<file path="src/rtl/pcag_pkg.sv">
package pcag_pkg;

  localparam int ROWS = 128;
  localparam int COLS = 64;

  localparam int ROW_IN_W = 7;
  localparam int COL_IN_W = 6;

  localparam int ROW_W = $clog2(ROWS);
  localparam int COL_W = $clog2(COLS);
  // sweep counter must reach ROWS + 1
  localparam int CNT_W = $clog2(ROWS + 2);

  localparam int CENTER_ROW = ROWS / 2;
  localparam int CENTER_COL = COLS / 2;

  typedef enum logic [1:0] {
    OP_TICK  = 2'd0,
    OP_WRITE = 2'd1,
    OP_READ  = 2'd2
  } op_t;

  typedef enum logic [2:0] {
    ST_CLEAR,
    ST_IDLE,
    ST_CELL,
    ST_TICK,
    ST_DONE
  } state_t;

  typedef logic [COLS-1:0] row_word_t;

  typedef struct packed {
    logic             rd_en;
    logic [ROW_W-1:0] rd_addr;
    logic             wr_en;
    logic [ROW_W-1:0] wr_addr;
    row_word_t        wr_data;
  } mem_req_t;

  typedef struct packed {
    logic       load;
    logic       cell_bit;
    logic [1:0] kind;
  } res_t;

endpackage

</file>
<file path="src/rtl/pcag_ctrl.sv">
module pcag_ctrl (
  input  logic                          clk,
  input  logic                          rst,
  input  logic                          in_valid,
  output logic                          in_ready,
  input  logic [1:0]                    operation,
  input  logic [pcag_pkg::ROW_IN_W-1:0] row,
  input  logic [pcag_pkg::COL_IN_W-1:0] column,
  input  logic                          cell_in,
  input  logic                          out_free,
  input  pcag_pkg::row_word_t           rd_data,
  output pcag_pkg::mem_req_t            req,
  output pcag_pkg::res_t                res
);
  import pcag_pkg::*;

  state_t              state, state_next;
  logic [CNT_W-1:0]    cnt, cnt_next;
  logic [1:0]          op_q, op_q_next;
  logic [ROW_W-1:0]    row_q, row_q_next;
  logic [COL_W-1:0]    col_q, col_q_next;
  logic                val_q, val_q_next;
  row_word_t           above, above_next;
  row_word_t           cur, cur_next;

  row_word_t           below;
  row_word_t           bit_mask;
  logic                in_grid;
  logic [CNT_W-1:0]    wr_cnt;

  always_ff @(posedge clk) begin
    if (rst) begin
      state <= ST_CLEAR;
      cnt   <= '0;
    end else begin
      state <= state_next;
      cnt   <= cnt_next;
    end
  end

  always_ff @(posedge clk) begin
    op_q  <= op_q_next;
    row_q <= row_q_next;
    col_q <= col_q_next;
    val_q <= val_q_next;
    above <= above_next;
    cur   <= cur_next;
  end

  always_comb begin
    state_next = state;
    cnt_next   = cnt;
    op_q_next  = op_q;
    row_q_next = row_q;
    col_q_next = col_q;
    val_q_next = val_q;
    above_next = above;
    cur_next   = cur;
    in_ready   = 1'b0;
    req        = '0;
    res        = '0;
    res.kind   = op_q;
    below      = '0;
    bit_mask   = row_word_t'(1) << col_q;
    wr_cnt     = cnt - CNT_W'(2);
    in_grid    = (32'(row) < 32'(ROWS)) && (32'(column) < 32'(COLS));

    unique case (state)
      ST_CLEAR: begin
        req.wr_en   = 1'b1;
        req.wr_addr = cnt[ROW_W-1:0];
        req.wr_data = (cnt == CNT_W'(CENTER_ROW)) ? (row_word_t'(1) << CENTER_COL) : '0;
        if (cnt == CNT_W'(ROWS - 1)) begin
          cnt_next   = '0;
          state_next = ST_IDLE;
        end else begin
          cnt_next = cnt + CNT_W'(1);
        end
      end

      ST_IDLE: begin
        in_ready = 1'b1;
        if (in_valid) begin
          op_q_next  = operation;
          row_q_next = ROW_W'(row);
          col_q_next = COL_W'(column);
          val_q_next = cell_in;
          if (operation == OP_TICK) begin
            cnt_next   = '0;
            above_next = '0;
            cur_next   = '0;
            state_next = ST_TICK;
          end else if ((operation == OP_WRITE || operation == OP_READ) && in_grid) begin
            req.rd_en   = 1'b1;
            req.rd_addr = ROW_W'(row);
            state_next  = ST_CELL;
          end else begin
            state_next = ST_DONE;
          end
        end
      end

      ST_CELL: begin
        // read data holds here until the result slot frees up
        if (out_free) begin
          res.load = 1'b1;
          if (op_q == OP_WRITE) begin
            res.cell_bit = val_q;
            req.wr_en    = 1'b1;
            req.wr_addr  = row_q;
            req.wr_data  = val_q ? (rd_data | bit_mask) : (rd_data & ~bit_mask);
          end else begin
            res.cell_bit = rd_data[col_q];
          end
          state_next = ST_IDLE;
        end
      end

      ST_TICK: begin
        // read row cnt; row cnt-1 arrives; new row cnt-2 is written
        if (cnt < CNT_W'(ROWS)) begin
          req.rd_en   = 1'b1;
          req.rd_addr = cnt[ROW_W-1:0];
        end
        if (cnt != '0 && cnt <= CNT_W'(ROWS)) begin
          below = rd_data;
        end
        if (cnt >= CNT_W'(2)) begin
          req.wr_en   = 1'b1;
          req.wr_addr = wr_cnt[ROW_W-1:0];
          req.wr_data = cur ^ above ^ below ^ (cur << 1) ^ (cur >> 1);
        end
        if (cnt != '0) begin
          above_next = cur;
          cur_next   = below;
        end
        if (cnt == CNT_W'(ROWS + 1)) begin
          cnt_next   = '0;
          state_next = ST_DONE;
        end else begin
          cnt_next = cnt + CNT_W'(1);
        end
      end

      ST_DONE: begin
        if (out_free) begin
          res.load     = 1'b1;
          res.cell_bit = 1'b0;
          state_next   = ST_IDLE;
        end
      end

      default: state_next = ST_IDLE;
    endcase
  end

endmodule
</file>
<file path="config.mk">
export PLATFORM = sky130hd
export DESIGN_NAME = pcag_ctrl
export DESIGN_NICKNAME = d
export VERILOG_FILES = /design/src/rtl/pcag_pkg.sv /design/src/rtl/pcag_ctrl.sv
export SDC_FILE = /design/constraint.sdc
export NUM_CORES = 1
export LEC_CHECK = 0
export CAP_MARGIN = 25
export CORE_MARGIN = 1.5
export CORE_UTILIZATION = 60
export CTS_BUF_LIST = sky130_fd_sc_hd__clkbuf_2
export DETAILED_ROUTE_END_ITERATION = 10
export DONT_BUFFER_PORTS = 1
export HOLD_SLACK_MARGIN = 0.15
export PLACE_DENSITY = 0.78
export SKIP_LAST_GASP = 1
export SYNTH_ARGS = -nofsm -noshare
export SYNTH_HDL_FRONTEND = slang
export SYNTH_SLANG_ARGS = --single-unit
</file>
<file path="constraint.sdc">
create_clock -name clk -period 20.2 [get_ports clk]
set_input_delay 3.03 -clock clk [delete_from_list [all_inputs] [get_ports clk]]
set_output_delay 3.03 -clock clk [all_outputs]
set_load 0.02 [all_outputs]
</file>
# Word-level counts from Yosys, hierarchy flattened
# Cells that the tools add are included.
[op_classes]
n_addsub = 2
n_lt_le_gt_ge = 4
eq_ne = 16
shifts = 1
reduce_logical = 12
muxes = 38
bitwise_logic = 7
[op_table]
columns = ["operator", "count"]
rows = [
  ["$mux 64", 7],
  ["$pmux 64 s2", 2],
  ["$mux 72", 3],
  ["$pmux 72 s3", 1],
  ["$xor 64x64->64", 3],
  ["$and 64x64->64", 1],
  ["$mux 8", 8],
  ["$not 64->64", 1],
  ["$or 64x64->64", 1],
  ["$shl 1x6->64 const A", 1],
  ["$xor 64x63->64", 1],
  ["$mux 33", 1],
  ["$pmux 8 s3", 1],
  ["$mux 3", 6],
  ["$eq 8x7->1 const B", 2],
  ["$pmux 8 s2", 1],
  ["$pmux 3 s4", 1],
  ["$ne 2x2->1 const B", 5],
  ["$add 8x1->8 const B", 1],
  ["$eq 8x8->1 const B", 1],
  ["$ge 8x2->1 const B", 1],
  ["$le 8x8->1 const B", 1],
  ["$lt 8x8->1 const B", 1],
  ["$reduce_and 4->1", 2],
  ["other kinds (22)", 27],
]
[word_totals]
wordCells = 88
register_bits = 155
output_inout_bits = 85

# Longest topological paths before layout
# Gate-level depths: netlist of run 1.
[logic_depth]
word_depth = 9
depth_mapped = 9
mapped_depth_nobuf = 7

# Worst setup path after synthesis of run 1
# OpenSTA, ideal clock, no wires.
[synth_timing]
kind = "input port to flip-flop"
startpoint = "input port operation[0]"
endpoint = "register above[0], enable pin"
setup_time_ps = 617
arrival_time_ps = 8777
n_path_buf = 0
stages = 6
path_slack_ps = 10806
path_cell_list = "inv_1 > ha_1 > nand2_1 > nor2_1 > a21oi_1 > nor2_1"
[synth_via]
elab_chain_cells = 3
[synth_lines]
columns = ["element", "line", "rtl"]
rows = [
  ["from (decl)", "pcag_ctrl.sv:6", "input logic [1:0] operation,"],
  ["$logic_not 2->1", "pcag_ctrl.sv:88", "if (operation == OP_TICK) begin"],
  ["$ne 2x2->1 (no line)", "--", ""],
  ["$reduce_and 4->1 (no line)", "--", ""],
  ["to (signal assigned)", "pcag_ctrl.sv:46", "above <= above_next;"],
  ["to (decl)", "pcag_ctrl.sv:23", "row_word_t above, above_next;"],
]
# Every way passes these cells.
# A chain may end at the register's enable or synchronous reset.

==> flow_summary.ini, run 1 <==
[status]
status = finished clean

[timing]
hold_viol_final = 0
fin_ws_ns = 12.76
worst_pin_slew_ns = 1.084
grt_setup_unrepaired = no
slew_headroom = 0.2771
drv_slew = 0
finalCriticalPeriod_ns = 7.440
period_share = 0.3683
skew_ns = 0.03671
max_freq_mhz = 134.4
fin_setup_tns_ns = 0
setup_viol = 0

[die]
pin_count = 169
dieArea_mm2 = 0.01916
core_mm2 = 0.01796
die_h_um = 138.4
num_rows = 49
start_util = 0.6125
die_w_um = 138.4

[power]
p_leak_nw = 4.044
p_switching_uw = 291.1
combinationalPowerShare = 0.324
finalPower_uw = 797.2
ir_drop_v = 0.00007532
p_clk_frac = 0.204
switching_share = 0.3652
p_int_uw = 506.0
seqPwrFrac = 0.473
p_per_area_mw_per_mm2 = 70.97

[drt]
antenna_left = 0
first_iter_violations = 986
wl_um = 30430
routed_via_density = 6.612
wl_per_cell_um = 24.26
detail_route.first_pass.iterations = 7
drc = 0
vias = 8291

[setup_path]
critPathTopFamily = compound AO/OA/AOI/OAI gates
critPathRequiredTime_ns = 17.17
path_cells = nand4_1 -> buf_4 -> o32ai_1
end_kind = primary output
cp_num_buf_inv = 1
arrival_ns = 4.41
critPathLaunchType = input port
slowest_stage = o32ai_1
slowest_delay_ns = 0.89
crit_fanout = 65
critPathKind = input port to primary output

[layout]
fillerInstances = 1477
nNetsFinal = 1103
area_growth_pct = 2.081
drive_gt1_frac = 0.1084
finalNonFillerCells = 1254
final_util = 0.6253

[synth]
yosys-top-cells-area = edfxtp_1 (39%), xnor2_1 (12%), and2_1 (7.7%)
synth_top_area_cell = edfxtp_1
synth-main-ff-cell = edfxtp_1
ys_types = 54
synth_warnings = 0
synth_edf_count = 144
syn_inst = 1053
syn-num-nets = 1145
ys_seq_area_frac = 0.4130
ys_top_cells_by_count = xnor2_1 (145), edfxtp_1 (144), and2_1 (135)
yosysMostFrequentCell = xnor2_1
syn_area_per_cell_um2 = 10.45
synth_top_area_share = 0.3930
synth_area_mm2 = 0.01100
async_flop_share = 0
ys_seq_elements = 155

[job]
cap_viol_max_count = 0

[place]
hpwlAfterDp_um = 20530
dp_cells = 1220
routabilityCongestion = 0.8667
port_buffers = 0
post-place-ws_ns = 12.76

[global_route]
grt_pass1_vias = 7882
gr-total-overflow = 0
grt_use_total = 0.3157
grt_pass1_wl_um = 46180
antenna_found_initial = 1
grt_max_degree = 83

[cts]
clock_latency_ns = 0.78
clk_pin_slew_ns = 0.23
cts_buffer_depth = 2
htreeDepth = 4
cts_hold_buf = 0
clock-sinks = 155
cts_root_buffer = clkbuf_2
cts_made_buffers = 17
post_cts_resized = 0
cts_setup_buffers = 0
cts_tree = done

[hold_path]
hp-class = register to register
cells by family after synthesis:
family	Yosys count	synth area share
adder cells (fa/ha/maj)	8	0.009097
multiplexers	36	0.05015
AO/OA/AOI/OAI	161	0.1036
buffers and inverters	81	0.03980
AND/OR/NAND/NOR	377	0.1973
XOR/XNOR	235	0.1871
flip-flops	155	0.4130
worst register-to-register path, cell delays in order, from the launching register on:
cell,delay [ns]
dfxtp_1,0.66
inv_1,0.22
ha_1,0.26
nand2b_1,0.14
or3_4,0.84
a21oi_1,0.25
nor2_4,0.12
buf_4,0.50
buf_4,0.35
buf_16,0.34
area by class of cell:
type                       instances  area [um2]  share of cell area
multi-input combinational        817        6042              0.5379
clock buffer                      17       85.08            0.007575
timing repair buffer              14       125.1             0.01114
tap                              229       286.5             0.02551
inverter                           6       22.52            0.002005
clock inverter                    15       123.9             0.01103
sequential                       155        4544              0.4046
antenna                            1       2.502           0.0002228
placed cells by master (no fill, tap or decap), types with 2 or more instances in the layout:
cell type,n
mux2_2,3
inv_2,2
inv_6,3
and3_1,2
a311oi_1,3
mux2i_1,18
clkbuf_2,17
xor2_1,90
nor2_1,84
nand4_1,7
xnor2_1,145
clkinv_2,3
nand3_1,38
nand3_2,35
a22o_1,6
nor3_1,8
o22ai_1,15
buf_4,13
dfxtp_1,11
o21ai_0,9
nor2b_1,12
a22oi_1,6
nand2_1,31
and2_1,135
or3_1,3
o32ai_1,47
o21ai_1,2
o22ai_2,2
nand2b_1,5
clkinv_4,4
ha_1,8
inv_1,6
nor3b_1,4
a21oi_1,55
mux4_2,15
edfxtp_1,144
nand3b_1,5
a221o_1,2
a31o_2,3
flip-flops by register name (all words and copies together) (netlist names):
signal	count
above	64
cur	64
cnt	8
row_q	7
col_q	6
state	3
op_q	2
val_q	1
through the flow:
stage	instance area (um2)	hold WS, ns
after floorplan	11000	0.5467
after global placement	10990	0.5582
after detailed placement	10990	0.5810
after CTS	11200	0.6129
after global routing	11230	0.6468
final	11230	0.6085
per-layer routing:
| layer | wire length, um | global-route usage | up-vias |
|---|---|---|---|
| li1 | - | - | 3674 |
| met2 | 13440 | 0.4580 | 508 |
| met1 | 12140 | 0.4358 | 4004 |
| met3 | 3393 | 0.08382 | 105 |
| met4 | 1449 | 0.1651 | 0 |
| met5 | 0 | 0 | - |
power groups by stage:
stage          Sequential [mW]  Combinational (mW)  Clock (mW)
2_1_floorplan            0.376               0.225           0
3_3_place_gp             0.384               0.252           0
3_5_place_dp             0.384               0.253           0
4_1_cts                  0.377               0.255       0.165
5_1_grt                  0.379               0.276       0.177
6_report                 0.377               0.258       0.162
worst paths after layout:
kind / to / slack, ns / cells after the start / start
max: req[52] / 12.76 / 3 / out_free
max reg2reg: cur[7] / 16.14 / 9 / cnt[1]
min reg2reg: above[63] / 0.61 / 1 / cur[63]
min: above[63] / 0.61 / 1 / cur[63]
No activity file was read; power rests on OpenSTA's default activity.
==> inputs of run 2 (changes only) <==
==> constraint.sdc (replaced) <==
create_clock -name clk -period 7.6 [get_ports clk]
set_input_delay 1.14 -clock clk [delete_from_list [all_inputs] [get_ports clk]]
set_output_delay 1.14 -clock clk [all_outputs]
set_load 0.02 [all_outputs]
==> run 2 against run 1 <==
  * Clock power grew to 3.5 times the previous value
  * Non-clock buffer count shrank 4
  * Combinational power grew to 2.6 times the previous value
  * Sequential cell count unchanged
  * First-iteration DRC count increased by 1.6%
  * Setup slack got worse by 10 ns
  * Power rose to 2.8 times the previous value
  * Critical path depth up 1
  * Final area rose by 0.51%
  * Count of clock-buffer cells in the layout increased by 2
  * Wire length decreased by 1.4%
  * Sequential share of layout area is 0.21 points lower
  * Critical path type is now register to primary output
  * Highest routed layer unchanged
==> flow_summary.ini, run 2 (synthesis results as in run 1) <==
[status]
status = finished clean

[setup_path]
slowest_delay_ns = 0.96
crit_fanout = 19
setup.worst_path.start = col_q[2]
critPathLaunchType = register
end_kind = primary output
path_cells = nor2b_1 -> nor2b_1 -> a21oi_1 -> o32ai_1
cp_common_cell = nor2b_1
cp-endpoint = req[36]
critPathRequiredTime_ns = 6.46
r2r_slack_ns = 3.74
critPathKind = register to primary output
regToRegStartpoint = cnt[1]
slowest_stage = edfxtp_1
crit_cells = 4
critPathTopFamily = simple AND/OR/NAND/NOR gates
arrival_ns = 4.05
worstRegToRegCells = 7
timing.rr.end = cur[30]
cp_num_buf_inv = 0

[timing]
finalCriticalPeriod_ns = 5.191
fin_setup_tns_ns = 0
worst_pin_slew_ns = 1.184
slew_headroom = 0.2091
hold_viol_final = 0
fin_hold_ws_ns = 0.4067
drv_slew = 0
period_share = 0.6830
skew_ns = 0.03932
max_freq_mhz = 192.6
grt_setup_unrepaired = no
setup_viol = 0

[die]
pin_count = 169
start_util = 0.6125
num_rows = 49
dieArea_mm2 = 0.01916
die_h_um = 138.4
die_w_um = 138.4
core_mm2 = 0.01796

[layout]
area_growth_pct = 2.604
drive_gt1_frac = 0.1059
nNetsFinal = 1099
final_common_cell = xnor2_1
layout_common_cells = xnor2_1 (145), edfxtp_1 (144), and2_1 (135)
largestRegisters = above: 64 flops, cur: 64 flops, cnt: 8 flops
fillerInstances = 1486

[cts]
cts_tree = done
post_cts_resized = 0
cts_buffer_depth = 2
cts_made_buffers = 17
cts_hold_buf = 0
cts_setup_buffers = 0
clock-sinks = 155
clk_pin_slew_ns = 0.22
cts_root_buffer = clkbuf_2
htreeDepth = 4
clock_latency_ns = 0.77

[global_route]
grt_pass1_wl_um = 46130
grt_use_total = 0.3129
antenna_found_initial = 1
grt_pass1_vias = 7693
gr-total-overflow = 0
grt_max_degree = 107

[drt]
drc = 0
wl_um = 29990
routed_via_density = 6.550
first_iter_violations = 1002
wl_per_cell_um = 23.99
antenna_left = 0
detail_route.first_pass.iterations = 5
vias = 8188

[place]
hpwlAfterDp_um = 20040
routabilityCongestion = 0.8759
port_buffers = 0

[job]
cap_viol_max_count = 0

[power]
ir_drop_v = 0.0001749
p_leak_nw = 4.068
p_per_area_mw_per_mm2 = 197.0

[hold_path]
whs_path_depth = 1
hp-class = input port to register
-- run 2: cell count changes in the layout (fill, tap and decap cells not counted), sizes merged --
cell / delta
clkbuf: +2
clkinv: -4
bufinv: +4
inv: -2
buf: -4
-- run 2: stage by stage --
step             util  total power [mW]  cell area, um2  setup slack, ns  instances
5_1_grt        0.6285             2.310           11290            2.362       1250
6_report       0.6285             2.224           11290            2.409       1250
2_1_floorplan       -             1.598           11000          0.09614       1053
4_1_cts        0.6272             2.218           11270            2.288       1248
3_5_place_dp   0.6110             1.673           10980            3.173       1216
3_3_place_gp   0.6110             1.659           10980            3.228       1216
-- run 2: worst min path at each step --
| stage | startpoint | endpoint | slack (ns) |
|---|---|---|---|
| after floorplan | cur[63] | above[63] | 0.55 |
| after global placement | cur[63] | above[63] | 0.56 |
| after detailed placement | cur[63] | above[63] | 0.56 |
| after CTS | rst | state[0] | 0.37 |
| after global routing | rst | state[2] | 0.37 |
| final | rst | state[0] | 0.41 |
-- run 2: per-layer routing --
layer	wire, um	track usage	up-vias
met1	11870	0.4236	3944
met5	0	0	-
met2	13490	0.4766	497
met4	1291	0.1247	0
met3	3330	0.08971	94
li1	-	-	3653
-- run 2: final cells by class --
| type | count | area [um2] | share of cell area |
|---|---|---|---|
| Inverter | 6 | 22.52 | 0.001995 |
| Clock inverter | 13 | 196.4 | 0.01740 |
| Clock buffer | 19 | 95.09 | 0.008423 |
| Tap cell | 229 | 286.5 | 0.02538 |
| Timing Repair Buffer | 10 | 100.1 | 0.008866 |
| Antenna cell | 1 | 2.502 | 0.0002217 |
| Sequential cell | 155 | 4544 | 0.4025 |
| Multi-Input combinational cell | 817 | 6042 | 0.5352 |
-- run 2: power breakdown --
group / switching [mW] / leakage, nW / internal [mW]
clock network: 0.309 / 0.183 / 0.251
logic: 0.394 / 2.31 / 0.264
registers: 0.0480 / 1.57 / 0.958
-- run 2: worst reg2reg max path: cells and delay by family, from the launching register on --
kind / cells / cell delay, ns
AND/OR/NAND/NOR: 3 / 1.57
flip-flops: 1 / 0.62
adder cells (fa/ha/maj): 1 / 0.24
AO/OA/AOI/OAI: 1 / 0.25
buffers and inverters: 2 / 0.69
